File: config.mk
export PLATFORM = sky130hd
export DESIGN_NAME = sum_checked_frame_receiver
export DESIGN_NICKNAME = d
export VERILOG_FILES = /design/src/rtl/scfr_pkg.sv /design/src/rtl/scfr_unit.sv /design/src/rtl/scfr_mem.sv /design/src/rtl/sum_checked_frame_receiver.sv
export SDC_FILE = /design/constraint.sdc
export NUM_CORES = 1
export LEC_CHECK = 0
export ABC_CLOCK_PERIOD_IN_PS = 6370
export BUFFER_PORTS_ARGS = -buffer_cell sky130_fd_sc_hd__buf_2
export CAP_MARGIN = 20
export CORE_UTILIZATION = 35
export CTS_CLUSTER_SIZE = 20
export DETAILED_ROUTE_END_ITERATION = 16
export GPL_TIMING_DRIVEN = 0
export PLACE_DENSITY_LB_ADDON = 0.2
export SLEW_MARGIN = 20
export SYNTH_ARGS = -nofsm -noshare
export SYNTH_HDL_FRONTEND = slang
export SYNTH_SLANG_ARGS = --single-unit
File: constraint.sdc
create_clock -name clk_i -period 6.37 [get_ports clk_i]
set_input_delay 0.3185 -clock clk_i [delete_from_list [all_inputs] [get_ports clk_i]]
set_output_delay 0.3185 -clock clk_i [all_outputs]
set_load 0.02 [all_outputs]
File: src/rtl/scfr_pkg.sv
// Package for the checksummed frame receiver: sizes, codes and the structs
// that pass between its modules. Depends on nothing.
`timescale 1ns / 1ps

package scfr_pkg;

  // Payload bytes per frame.
  localparam int PayloadLen = 40;
  localparam int AddrW      = (PayloadLen > 1) ? $clog2(PayloadLen) : 1;
  localparam int IdxW       = 6;
  localparam int CfgIdxW    = 2;
  localparam int CntW       = 16;

  localparam logic [AddrW-1:0] LastAddr = AddrW'(PayloadLen - 1);

  // Configuration register indexes.
  localparam logic [CfgIdxW-1:0] CfgHeader = CfgIdxW'(0);
  localparam logic [CfgIdxW-1:0] CfgTail   = CfgIdxW'(1);

  localparam logic [7:0] HeaderReset = 8'hA5;
  localparam logic [7:0] TailReset   = 8'h5A;

  // Result kinds.
  localparam logic KindData = 1'b0;
  localparam logic KindFail = 1'b1;

  typedef enum logic [0:0] {
    UOP_EQ  = 1'b0,
    UOP_ADD = 1'b1
  } unit_op_e;

  typedef struct packed {
    unit_op_e   op;
    logic [7:0] a;
    logic [7:0] b;
  } unit_req_t;

  typedef struct packed {
    logic [7:0] sum;
    logic       eq;
  } unit_rsp_t;

  typedef struct packed {
    logic             en;
    logic [AddrW-1:0] addr;
    logic [7:0]       data;
  } mem_wr_t;

  typedef struct packed {
    logic             en;
    logic [AddrW-1:0] addr;
  } mem_rd_t;

endpackage

File: src/rtl/scfr_unit.sv
// Shared byte unit of the frame receiver: one 8-bit adder and one equality
// compare, selected by the sequencer. Uses scfr_pkg.
`timescale 1ns / 1ps

module scfr_unit (
  input  scfr_pkg::unit_req_t req_i,
  output scfr_pkg::unit_rsp_t rsp_o
);
  import scfr_pkg::*;

  always_comb begin
    rsp_o.sum = 8'h00;
    rsp_o.eq  = 1'b0;
    unique case (req_i.op)
      UOP_ADD: rsp_o.sum = req_i.a + req_i.b;
      UOP_EQ:  rsp_o.eq  = (req_i.a == req_i.b);
      default: rsp_o.eq  = 1'b0;
    endcase
  end

endmodule

File: src/rtl/scfr_mem.sv
// Payload store of the frame receiver: one write port and one registered
// read port. Uses scfr_pkg.
`timescale 1ns / 1ps

module scfr_mem (
  input  logic              clk_i,
  input  scfr_pkg::mem_wr_t wr_i,
  input  scfr_pkg::mem_rd_t rd_i,
  output logic [7:0]        rdata_o
);
  import scfr_pkg::*;

  logic [7:0] mem_q [PayloadLen];
  logic [7:0] rdata_q;

  always_ff @(posedge clk_i) begin
    if (wr_i.en) begin
      mem_q[wr_i.addr] <= wr_i.data;
    end
  end

  always_ff @(posedge clk_i) begin
    if (rd_i.en) begin
      rdata_q <= mem_q[rd_i.addr];
    end
  end

  assign rdata_o = rdata_q;

endmodule

File: src/rtl/sum_checked_frame_receiver.sv
// Top level of the checksummed frame receiver: sequencer, shared byte unit
// and payload store. Uses scfr_pkg, scfr_unit and scfr_mem.
`timescale 1ns / 1ps

// One received byte per input item. Outside a frame check and the payload
// read-back, the block is ready for a byte: the shared unit compares it with
// the header, adds it to the running sum or compares it with the tail, and a
// checksum byte is stored. After a matching tail, the same unit compares the
// sum with the received checksum. A checksum failure then gives one result and
// the block takes input again once that result has been loaded into the
// output register. A good frame reads its payload back from the store, a
// memory read then an output load per byte, and the input is held off until
// the last byte is loaded. The output register lets the block take new bytes
// while the last result still waits. The store needs no clearing after reset.
module sum_checked_frame_receiver (
  input  logic                         clk_i,
  input  logic                         rst_ni,
  input  logic                         cfg_we_i,
  input  logic [scfr_pkg::CfgIdxW-1:0] cfg_idx_i,
  input  logic [7:0]                   cfg_data_i,
  input  logic                         in_valid_i,
  output logic                         in_ready_o,
  input  logic [7:0]                   rx_byte_i,
  output logic                         out_valid_o,
  input  logic                         out_ready_i,
  output logic                         result_kind_o,
  output logic [7:0]                   payload_byte_o,
  output logic [scfr_pkg::IdxW-1:0]    payload_index_o,
  output logic                         last_of_run_o,
  output logic [7:0]                   sum_calculated_o,
  output logic [7:0]                   sum_received_o,
  output logic [scfr_pkg::CntW-1:0]    failure_total_o
);
  import scfr_pkg::*;

  typedef enum logic [6:0] {
    ST_HUNT    = 7'b0000001,
    ST_DATA    = 7'b0000010,
    ST_SUM     = 7'b0000100,
    ST_TAIL    = 7'b0001000,
    ST_CHECK   = 7'b0010000,
    ST_EMIT_RD = 7'b0100000,
    ST_EMIT_WR = 7'b1000000
  } state_e;

  state_e           state_q, state_d;
  logic [7:0]       header_q, tail_q;
  logic [AddrW-1:0] pos_q, pos_d;
  logic [7:0]       sum_q, sum_d;
  logic [7:0]       chk_q, chk_d;
  logic [CntW-1:0]  fail_cnt_q, fail_cnt_d;

  logic             out_valid_q, out_valid_d;
  logic             out_kind_q, out_kind_d;
  logic [7:0]       out_byte_q, out_byte_d;
  logic [IdxW-1:0]  out_idx_q, out_idx_d;
  logic             out_last_q, out_last_d;
  logic [7:0]       out_sum_q, out_sum_d;
  logic [7:0]       out_chk_q, out_chk_d;
  logic [CntW-1:0]  out_total_q, out_total_d;

  logic             accept;
  logic             out_free;
  logic             load;
  unit_req_t        unit_req;
  unit_rsp_t        unit_rsp;
  mem_wr_t          mem_wr;
  mem_rd_t          mem_rd;
  logic [7:0]       mem_rdata;

  assign in_ready_o = (state_q == ST_HUNT) || (state_q == ST_DATA) ||
                      (state_q == ST_SUM)  || (state_q == ST_TAIL);
  assign accept     = in_valid_i && in_ready_o;
  assign out_free   = !out_valid_q || out_ready_i;

  // Configuration registers.
  always_ff @(posedge clk_i or negedge rst_ni) begin
    if (!rst_ni) begin
      header_q <= HeaderReset;
      tail_q   <= TailReset;
    end else if (cfg_we_i) begin
      if (cfg_idx_i == CfgHeader) begin
        header_q <= cfg_data_i;
      end
      if (cfg_idx_i == CfgTail) begin
        tail_q <= cfg_data_i;
      end
    end
  end

  // Operand selection for the shared unit.
  always_comb begin
    unit_req = '{op: UOP_EQ, a: rx_byte_i, b: header_q};
    unique case (state_q)
      ST_DATA:  unit_req = '{op: UOP_ADD, a: sum_q, b: rx_byte_i};
      ST_TAIL:  unit_req = '{op: UOP_EQ, a: rx_byte_i, b: tail_q};
      ST_CHECK: unit_req = '{op: UOP_EQ, a: sum_q, b: chk_q};
      default:  unit_req = '{op: UOP_EQ, a: rx_byte_i, b: header_q};
    endcase
  end

  scfr_unit u_unit (
    .req_i (unit_req),
    .rsp_o (unit_rsp)
  );

  scfr_mem u_mem (
    .clk_i   (clk_i),
    .wr_i    (mem_wr),
    .rd_i    (mem_rd),
    .rdata_o (mem_rdata)
  );

  always_comb begin
    state_d     = state_q;
    pos_d       = pos_q;
    sum_d       = sum_q;
    chk_d       = chk_q;
    fail_cnt_d  = fail_cnt_q;
    load        = 1'b0;
    out_kind_d  = out_kind_q;
    out_byte_d  = out_byte_q;
    out_idx_d   = out_idx_q;
    out_last_d  = out_last_q;
    out_sum_d   = out_sum_q;
    out_chk_d   = out_chk_q;
    out_total_d = out_total_q;
    mem_wr      = '{en: 1'b0, addr: pos_q, data: rx_byte_i};
    mem_rd      = '{en: 1'b0, addr: pos_q};

    unique case (state_q)
      ST_HUNT: begin
        if (accept && unit_rsp.eq) begin
          state_d = ST_DATA;
          pos_d   = '0;
          sum_d   = 8'h00;
        end
      end
      ST_DATA: begin
        if (accept) begin
          mem_wr.en = 1'b1;
          sum_d     = unit_rsp.sum;
          if (pos_q == LastAddr) begin
            state_d = ST_SUM;
            pos_d   = '0;
          end else begin
            pos_d = pos_q + 1'b1;
          end
        end
      end
      ST_SUM: begin
        if (accept) begin
          chk_d   = rx_byte_i;
          state_d = ST_TAIL;
        end
      end
      ST_TAIL: begin
        if (accept) begin
          state_d = unit_rsp.eq ? ST_CHECK : ST_HUNT;
          pos_d   = '0;
        end
      end
      ST_CHECK: begin
        if (unit_rsp.eq) begin
          state_d = ST_EMIT_RD;
          pos_d   = '0;
        end else if (out_free) begin
          load        = 1'b1;
          fail_cnt_d  = fail_cnt_q + 1'b1;
          out_kind_d  = KindFail;
          out_byte_d  = 8'h00;
          out_idx_d   = '0;
          out_last_d  = 1'b1;
          out_sum_d   = sum_q;
          out_chk_d   = chk_q;
          out_total_d = fail_cnt_q + 1'b1;
          state_d     = ST_HUNT;
        end
      end
      ST_EMIT_RD: begin
        mem_rd.en = 1'b1;
        state_d   = ST_EMIT_WR;
      end
      ST_EMIT_WR: begin
        if (out_free) begin
          load        = 1'b1;
          out_kind_d  = KindData;
          out_byte_d  = mem_rdata;
          out_idx_d   = IdxW'(pos_q);
          out_last_d  = (pos_q == LastAddr);
          out_sum_d   = sum_q;
          out_chk_d   = chk_q;
          out_total_d = fail_cnt_q;
          if (pos_q == LastAddr) begin
            state_d = ST_HUNT;
            pos_d   = '0;
          end else begin
            pos_d   = pos_q + 1'b1;
            state_d = ST_EMIT_RD;
          end
        end
      end
      default: state_d = ST_HUNT;
    endcase
  end

  always_comb begin
    if (load) begin
      out_valid_d = 1'b1;
    end else if (out_ready_i) begin
      out_valid_d = 1'b0;
    end else begin
      out_valid_d = out_valid_q;
    end
  end

  always_ff @(posedge clk_i or negedge rst_ni) begin
    if (!rst_ni) begin
      state_q     <= ST_HUNT;
      pos_q       <= '0;
      sum_q       <= 8'h00;
      chk_q       <= 8'h00;
      fail_cnt_q  <= '0;
      out_valid_q <= 1'b0;
    end else begin
      state_q     <= state_d;
      pos_q       <= pos_d;
      sum_q       <= sum_d;
      chk_q       <= chk_d;
      fail_cnt_q  <= fail_cnt_d;
      out_valid_q <= out_valid_d;
    end
  end

  always_ff @(posedge clk_i) begin
    if (load) begin
      out_kind_q  <= out_kind_d;
      out_byte_q  <= out_byte_d;
      out_idx_q   <= out_idx_d;
      out_last_q  <= out_last_d;
      out_sum_q   <= out_sum_d;
      out_chk_q   <= out_chk_d;
      out_total_q <= out_total_d;
    end
  end

  assign out_valid_o      = out_valid_q;
  assign result_kind_o    = out_kind_q;
  assign payload_byte_o   = out_byte_q;
  assign payload_index_o  = out_idx_q;
  assign last_of_run_o    = out_last_q;
  assign sum_calculated_o = out_sum_q;
  assign sum_received_o   = out_chk_q;
  assign failure_total_o  = out_total_q;

`ifndef SYNTH
  a_fail_cnt_step: assert property (@(posedge clk_i) disable iff (!rst_ni)
    !$stable(fail_cnt_q) |-> fail_cnt_q == CntW'($past(fail_cnt_q) + 1'b1))
    else $error("failure count moved by other than one");

  a_fail_mismatch: assert property (@(posedge clk_i) disable iff (!rst_ni)
    (out_valid_o && result_kind_o == KindFail) |-> sum_calculated_o != sum_received_o)
    else $error("failure item reported with matching sums");

  a_data_match: assert property (@(posedge clk_i) disable iff (!rst_ni)
    (out_valid_o && result_kind_o == KindData) |-> sum_calculated_o == sum_received_o)
    else $error("payload item reported with mismatching sums");

  a_last_index: assert property (@(posedge clk_i) disable iff (!rst_ni)
    (out_valid_o && result_kind_o == KindData && last_of_run_o) |->
      payload_index_o == IdxW'(PayloadLen - 1))
    else $error("last payload item at wrong index");
`endif

endmodule

Yosys cells after proc, flatten, opt, wreduce, memory -nomap -nowiden
Memories as Yosys holds them, arrays and structs flattened. A register that Yosys moved wholly into a read port is not among the register bits.
Index checks and enable logic that the tools add are counted.

operators by class
  add/sub/neg operators = 3
  reductions and logical operators = 21
  muxes and demuxes = 58
  equality and inequality tests = 20
  bitwise operators = 1

operators by type and width
  cell                     count
  $mux W8                  10
  $pmux W8 S2              4
  $mux W6                  10
  $mux W7                  8
  $pmux W17 S3             1
  $pmux W7 S7              1
  $mux W16                 3
  $pmux W16 S2             1
  $pmux W6 S5              1
  $add A16 B1 Y16 const B  1
  $mux W1                  14
  $ne A2 B2 Y1 const B     7
  $pmux W6 S2              1
  $reduce_and A3 Y1        3
  $add A8 B8 Y8            1
  $eq A8 B8 Y1             1
  $eq A7 B1 Y1 const B     1
  $eq A7 B2 Y1 const B     1
  $eq A7 B3 Y1 const B     1
  $eq A7 B4 Y1 const B     1
  $eq A7 B5 Y1 const B     1
  $eq A7 B6 Y1 const B     1
  $eq A7 B7 Y1 const B     1
  $reduce_and A7 Y1        1
  other kinds (17)         28

storage, ports and cells
  input port bits = 23
  register bits = 110
  output and inout port bits = 50
  RAM bits = 320
  memories = 1
  word-level logic and storage cells = 119

memories
  memory       depth  bits a word  read ports  clocked after Yosys merged registers in  write ports  RTL line        source
  u_mem.mem_q  40     8            1           1                                        1            scfr_mem.sv:13  logic [7:0] mem_q [PayloadLen];

Longest topological paths before layout
Gate-level depths: netlist (run 1).

  word-level depth = 9
  mapped depth = 15
  depth with buffers taken out = 13

Modules after synthesis
A second synthesis (run 1) with hierarchy kept.

second synthesis, totals
  cell total of the unflattened synthesis = 1,148
  area total of the unflattened synthesis = 18,465.2 sq um

by module, submodules not included
  module                      seq. area each (sq um)  cells an instance  times used  area each (sq um)
  scfr_mem                    9,849.4                 695                1           13,066.3
  sum_checked_frame_receiver  3,004.1                 404                1           5,023.6
  scfr_unit                   0.0                     49                 1           375.4

Least setup slack after synthesis (run 1)
Ideal clock, no wire load.

  path type = register to register
  start = reg state_q[3]
  end = reg out_total_q[0], in the netlist failure_total_o[0], enable pin
  period minus slack after synthesis = 4,780 ps
  library setup time = 432 ps
  cell stages (with the launch flop) = 13
  path buffers = 2
  required time = 5,938 ps
  arrival time = 4,348 ps
  setup slack = 1,590 ps
  cell sequence = dfrtp_1 -> clkbuf_1 -> nor4_1 -> nand3_1 -> nand2_1 -> mux2_2 -> ha_1 -> or4_1 -> nor4_1 -> and2_1 -> and3_1 -> buf_6 -> a21oi_1

between the ends
  cells in the longest elaborated chain, start to end = 7
  elaborated cells between the ends (all ways) = 14
  classes of those cells = eq/ne (8); mux (4); reduce/logical (2)

RTL lines
  element                                 RTL line                                                             source
  start, declared                         sum_checked_frame_receiver.sv:46                                     state_e state_q, state_d;
  start signal, assigned                  sum_checked_frame_receiver.sv:226                                    state_q <= state_d;
  $eq A7 B5 Y1 (tied with other cells)    sum_checked_frame_receiver.sv:94, sum_checked_frame_receiver.sv:131
  $pmux W17 S3                            sum_checked_frame_receiver.sv:94                                     unique case (state_q)
  $eq A8 B8 Y1                            scfr_unit.sv:16                                                      UOP_EQ: rsp_o.eq = (req_i.a == req_i.b);
  $mux W1                                 scfr_unit.sv:14                                                      unique case (req_i.op)
  $mux W1                                 sum_checked_frame_receiver.sv:164                                    if (unit_rsp.eq) begin
  $pmux W1 S2                             sum_checked_frame_receiver.sv:131                                    unique case (state_q)
  $reduce_and A5 Y1 (no source line) (*)  n/a
  end signal, assigned                    sum_checked_frame_receiver.sv:243                                    out_total_q <= out_total_d;
  end, declared                           sum_checked_frame_receiver.sv:60                                     logic [CntW-1:0] out_total_q, out_total_d;

Mark *: on every way between the ends. The rest lies on a longest branch, timed or not.
A chain may end at the register's enable or synchronous reset.

Worst setup path after layout (run 1)
  start = reg state_q[3]
  end = reg out_sum_q[4], in the netlist sum_calculated_o[4], enable pin

between the ends
  cells in the longest elaborated chain, start to end = 7
  elaborated cells between the ends (all ways) = 12
  classes of those cells = eq/ne (6); mux (4); reduce/logical (2)

RTL lines
  element                                 RTL line                                                             source
  $eq A7 B5 Y1 (tied with other cells)    sum_checked_frame_receiver.sv:94, sum_checked_frame_receiver.sv:131
  $pmux W17 S3                            sum_checked_frame_receiver.sv:94
  $eq A8 B8 Y1                            scfr_unit.sv:16
  $mux W1                                 scfr_unit.sv:14
  $mux W1                                 sum_checked_frame_receiver.sv:164
  $pmux W1 S2                             sum_checked_frame_receiver.sv:131
  $reduce_and A3 Y1 (no source line) (*)  n/a
  end signal, assigned                    sum_checked_frame_receiver.sv:241                                    out_sum_q <= out_sum_d;
  end, declared                           sum_checked_frame_receiver.sv:58                                     logic [7:0] out_sum_q, out_sum_d;

Marks and branches as above.

==> flow_summary.toml, run 1 <==
[logic_synthesis]
synth_area_per_cell_um2 = 15.65
synth_flop_cell = "edfxtp_1"
synthesis.nets = 1140
yosysWarnings = 0
synthTopCellsByCount = "edfxtp_1, a22oi_1, nor2_1, nand2_1, clkbuf_1"
synth_edf_count = 376
ys_ff_latch = 438
ys_types = 64
synth_area_leader_cell = "edfxtp_1"
synthTopCellsByArea = "edfxtp_1, dfrtp_1, a22oi_1, mux2_2, nor2_1"
synthArstFlopShare = 0.1416
synth.most_common_cell = "edfxtp_1"
synth_cells = 1107
synth_area_um2 = 17320
synth.yosys.seq_area_share = 0.7421
yosys.area.top_type_share = 0.6519

[global_routing]
grt_antenna_before_repair = 1
grt_pass1_wl_um = 70170
grt_pass1_vias = 10570
grt_usage = 0.1901
grt_max_degree = 47
overflow = 0

[clock_tree]
insertion_delay_ps = 600
htreeDepth = 2
cts_max_path_buffers = 3
cts_made_buffers = 46
clk_pin_slew_ps = 60
cts_root_buf = "clkbuf_16"
cts_sinks = 438
cts_tree = "built"

[power]
vdd_ir_drop_max_mv = 0.1740
power.leakage_uw = 0.006554
p_total_uw = 6427
pwr-share-clk = 0.398
p_sw_frac = 0.2475
internal-power_uw = 4836
power_density_nw_per_um2 = 319.2
pwr-share-comb = 0.105
pwr-share-seq = 0.497
power_switching_uw = 1591

[floorplanning]
fp.dieH_um = 224.5
start_util = 0.3546
die_w_um = 224.5
ioPinCount = 73
rows = 81
core_area_um2 = 48850
dieArea_um2 = 50380

[cells_and_area]
instances_no_fill = 1943
fin_util = 0.4122
diodes = 0
final_layout_size_suffix_gt1_frac = 0.1611
layout.nets = 1274
area_growth_pct = 16.26

[outcome]
status = "complete, no violations"

[run]
maxCapViolCount = 0

[sta]
finalHoldViolCount = 0
fmax_mhz = 206.8
fin_crit_ps = 4835
clock_skew_ps = 30.56
finalSetupTns_ps = 0
post-route-period-util = 0.7591
setup_viol = 0
slew_viol_final = 0
worstMarginPinSlew_ps = 1163
max_slew_margin = 0.2219
rsz0062_at_grt = "false"
fin_ws_ps = 1535

[placed_design]
pre_cts_slack_ps = 1612
dp.cells = 1847
globalplace.congestion = 0.8764
port_buffers = 72
dp.final_hpwl_um = 30060

[route]
wl_per_cell_um = 24.20
drt-initial-drc-count = 1082
drc_errors = 0
drt-vias-per-instance = 5.506
ant_nets = 0
vias = 10700
first_pass_iters = 5
routed_wl_um = 47020

[setup_path]
end_kind = "flip-flop"
critPathSlowestCell = "nor4_1"
crit_arrival_ps = 5180
cp_cell_sequence = "clkbuf_1 -> nor4_1 -> nand3_1 -> nand2_1 -> mux2_2 -> ha_1 -> or4_1 -> nor4_1 -> and2_1 -> and3_1 -> buf_6 -> a21oi_2 -> buf_8"
slowest_delay_ps = 570
worstSetupPathType = "flip-flop to flip-flop"
path_common_cell = "nor4_1"
cp_max_fo = 10
cp.required_ps = 6710
start_kind = "flip-flop"

[worst_hold_path]
hold_class = "input pin to asynchronous set/reset pin"
layout by cell type (no fill, tap or decap), drive strengths merged, types with 5 or more instances in the layout:
cell	n
edfxtp	376
a22oi	119
clkbuf	119
buf	88
nor2	75
nand2	58
dfrtp	53
nand4	41
mux2	34
xnor2	28
a22o	23
nand3	22
a221oi	22
o211ai	19
clkinv	17
and2	13
nor3	10
xor2	10
o21ai	10
a21oi	10
and3	9
ha	9
dfstp	9
dlygate4sd3	9
inv	8
nand3b	7
a222oi	7
a32o	6
nor4	5
a31oi	5
a21o	5
nor3b	5
power groups by stage:
stage	sequential [uW]	clock (uW)	combinational, uW
2_1_floorplan	3240	0	419
3_3_place_gp	3250	0	659
3_5_place_dp	3250	0	664
4_1_cts	3190	2610	672
5_1_grt	3200	2710	736
6_report	3190	2560	676
cell families after synthesis:
logic type	count (synthesis)	share of synthesized area
flops	438	0.7421
simple gates	267	0.07831
compound gates	244	0.1095
buf+inv	72	0.01618
xor+xnor	38	0.01965
mux	38	0.02658
fa+ha+maj	10	0.007657
metal layers:
layer,vias up,track usage,part of all wire,wire length (um)
met4,2,0.06825,0.029,1341
li1,4716,-,-,-
met1,5494,0.2649,0.44,20600
met3,86,0.03841,0.074,3470
met2,401,0.2949,0.46,21590
met5,-,0,0.00028,13
per-stage QoR:
stage | hold slack, ps | area, um2
floorplan | 22.91 | 17320
global placement | 468.4 | 18510
detailed placement | 226.6 | 18620
CTS | 151.6 | 20120
global route | 190.9 | 20140
finish | 168.6 | 20140
repair_timing:
item                                   CTS  global route
buffers inserted                         0             0
gates resized for setup                  0             0
hold buffers                             9             0
endpoints found under the hold margin   73             0
state kept, by name (all words and copies together), names as in the netlist, 7 cells and up:
register and count:
header_q 8, sum_q 8, fail_cnt_q 16, tail_q 8, payload_byte_o 8, failure_total_o 16
u_mem.mem_q 320, sum_calculated_o 8, chk_q 8, state_q 7, sum_received_o 8, u_mem.rdata_o 8
critical path, delay by kind of cell (launching register included):
| kind | cells | cell delay (ps) |
|---|---|---|
| AO/OA/AOI/OAI | 1 | 170 |
| adder cells (fa/ha/maj) | 1 | 330 |
| buffers and inverters | 3 | 620 |
| flip-flops | 1 | 360 |
| multiplexers | 1 | 380 |
| AND/OR/NAND/NOR | 7 | 2740 |
path summary, 6_finish.rpt:
kind,start,slack [ps],cells after the start,end
worst max register to register,state_q[3]$_DFFE_PN0P_,1530,13,sum_calculated_o[4]$_DFFE_PP_
worst min register to register,chk_q[6]$_DFFE_PN0P_,480,0,sum_received_o[6]$_DFFE_PP_
min in group clk_i,in_valid_i,180,3,sum_q[7]$_DFFE_PN0P_
worst max-delay path,state_q[3]$_DFFE_PN0P_,1530,13,sum_calculated_o[4]$_DFFE_PP_
worst min-delay path,rst_ni,170,2,sum_q[4]$_DFFE_PN0P_
max in group asynchronous,rst_ni,5640,3,tail_q[1]$_DFFE_PN1P_
final cells by class:
class	count	area [um2]
multi-input combinational	597	4219
clock inverter	21	175.2
clock buffer	65	1232
fill	4527	28710
inverter	7	26.28
tap	664	830.8
sequential	438	12850
buffer	65	254.0
timing repair buffer	86	545.5
(Power assumes the default switching activity.)
==> run 2, diff against run 1 <==
Settings changed: ABC_CLOCK_PERIOD_IN_PS 6370 to 3900.
Clock period 6.37 ns to 3.9 ns, I/O delays scaled along.
==> flow_summary.toml, run 2 (synthesized netlist as in run 1, its figures left out) <==
[route]
routed_wl_um = 47460
vias = 10680
ant_nets = 0
drt-vias-per-instance = 5.430
drt-initial-drc-count = 939
first_pass_iters = 5
wl_per_cell_um = 24.14
drc_errors = 0

[setup_path]
cp_cell_sequence = "buf_4 -> xor2_1 -> o211ai_1 -> a21oi_1 -> nand2_1 -> nor3_1 -> nand3_1 -> nor2_2"
cp.required_ps = 4110
slowest_delay_ps = 710
worstSetupPathType = "flip-flop to flip-flop"
start_kind = "flip-flop"
end_kind = "flip-flop"
critPathSlowestCell = "nor2_2"
crit_arrival_ps = 4240
cp_max_fo = 8

[sta]
slew_viol_final = 7
clock_skew_ps = 15.62
max_slew_margin = -0.3688
setup_viol = 128
finalHoldViolCount = 0
fin_ws_ps = -130.7
fmax_mhz = 248.1
timing.hold.ws_ps = 70.38
rsz0062_at_grt = "true"
fin_crit_ps = 4031
post-route-period-util = 1.034
worstMarginPinSlew_ps = 2032

[power]
vdd_ir_drop_max_mv = 0.2723
power_density_nw_per_um2 = 518.4
power.leakage_uw = 0.007039

[cells_and_area]
layout.nets = 1297
top_register = "u_mem.mem_q"
layout_common_cells = "edfxtp_1, a22oi_1, buf_2"
fin_util = 0.4262
largest_reg_flops = 320
layout_commonest_cell = "edfxtp_1"
final_layout_size_suffix_gt1_frac = 0.2220
area_growth_pct = 20.21
instances_no_fill = 1966
diodes = 0

[global_routing]
grt_pass1_wl_um = 69120
grt_usage = 0.1863
overflow = 0
grt_max_degree = 47
grt_pass1_vias = 10410
grt_antenna_before_repair = 0

[clock_tree]
htreeDepth = 2
cts_made_buffers = 47
cts_root_buf = "clkbuf_16"
insertion_delay_ps = 590
cts_tree = "built"
clk_pin_slew_ps = 60
cts_sinks = 438
cts_max_path_buffers = 3

[placed_design]
dp.final_hpwl_um = 29420
dp.cells = 1844
globalplace.congestion = 0.8508
port_buffers = 72

[floorplanning]
rows = 81
dieArea_um2 = 50380
core_area_um2 = 48850
start_util = 0.3546
ioPinCount = 73
fp.dieH_um = 224.5
die_w_um = 224.5

[worst_hold_path]
hold_class = "input pin to flip-flop"

[outcome]
violations = "max-capacitance violations, max-slew violations, negative setup slack"
status = "finished with violations"

[run]
maxCapViolCount = 1
## run 2: cell types whose count changed in the layout (fill, tap and decap cells not counted), moves of 6 or more
| cell | change |
|---|---|
| buf_4 | +18 |
| clkbuf_1 | -20 |
| clkbuf_2 | +6 |
| clkinv_1 | +8 |
| nor2_1 | -22 |
| nor2_2 | +18 |
## run 2: repair_timing
item,4_1_cts,5_1_grt
resized for setup,39,74
pin swaps,0,24
setup endpoints to repair,229,342
endpoints found under the hold margin,70,0
cloned,0,6
hold buffers,9,0
buffers inserted,0,23
## run 2: critical path, delay by kind of cell, from the launching register on
kind | cells | cell delay (ps)
flip-flops | 1 | 620
AO/OA/AOI/OAI | 2 | 580
AND/OR/NAND/NOR | 4 | 2170
XOR/XNOR | 1 | 130
buffers and inverters | 1 | 150
## run 2: layer usage
metal	global-route usage	vias to the layer above	part of all wire
li1	-	4787	-
met1	0.2617	5467	0.45
met2	0.2937	350	0.46
met3	0.03488	71	0.060
met4	0.05552	0	0.022
met5	0	-	0
## run 2: path summary, 6_finish.rpt
check,to,cells after the start,slack (ps),startpoint
max in group asynchronous,header_q[5]$_DFFE_PN1P_,3,3210,rst_ni
worst max-delay path,u_mem.mem_q[23][6]$_DFFE_PP_,8,-130,state_q[0]$_DFFE_PN1P_
worst min register to register,sum_received_o[0]$_DFFE_PP_,0,470,chk_q[0]$_DFFE_PN0P_
worst min-delay path,sum_q[7]$_DFFE_PN0P_,3,70,in_valid_i
min in group asynchronous,sum_q[6]$_DFFE_PN0P_,2,90,rst_ni
worst max register to register,u_mem.mem_q[23][6]$_DFFE_PP_,8,-130,state_q[0]$_DFFE_PN1P_
## run 2: metrics by stage
step	setup TNS (ps)	power [uW]	area (um2)	setup slack (ps)
after global routing	-25040	11110	20820	-157.0
after floorplan	0	5983	17340	37.05
after CTS	-9300	10730	20260	-197.4
after global placement	-66480	6385	18530	-857.4
after detailed placement	-67060	6393	18560	-836.4
final	-5166	10790	20820	-130.7
## run 2: where the power goes
part           total (uW)  leakage, uW  internal, uW  switching [uW]
sequential           5230      0.00425          5180            50.6
clock                4350     0.000739          2520            1820
combinational        1220      0.00205           437             781
## run 2: layout make-up
cell class | instances | area (um2)
well taps | 664 | 830.8
inverters | 7 | 26.28
repair buffers | 107 | 715.7
fillers | 4467 | 28030
multi-input cells | 601 | 4582
clock inverters | 26 | 205.2
clock buffers | 61 | 1290
plain buffers | 62 | 314.1
flip-flops and latches | 438 | 12860
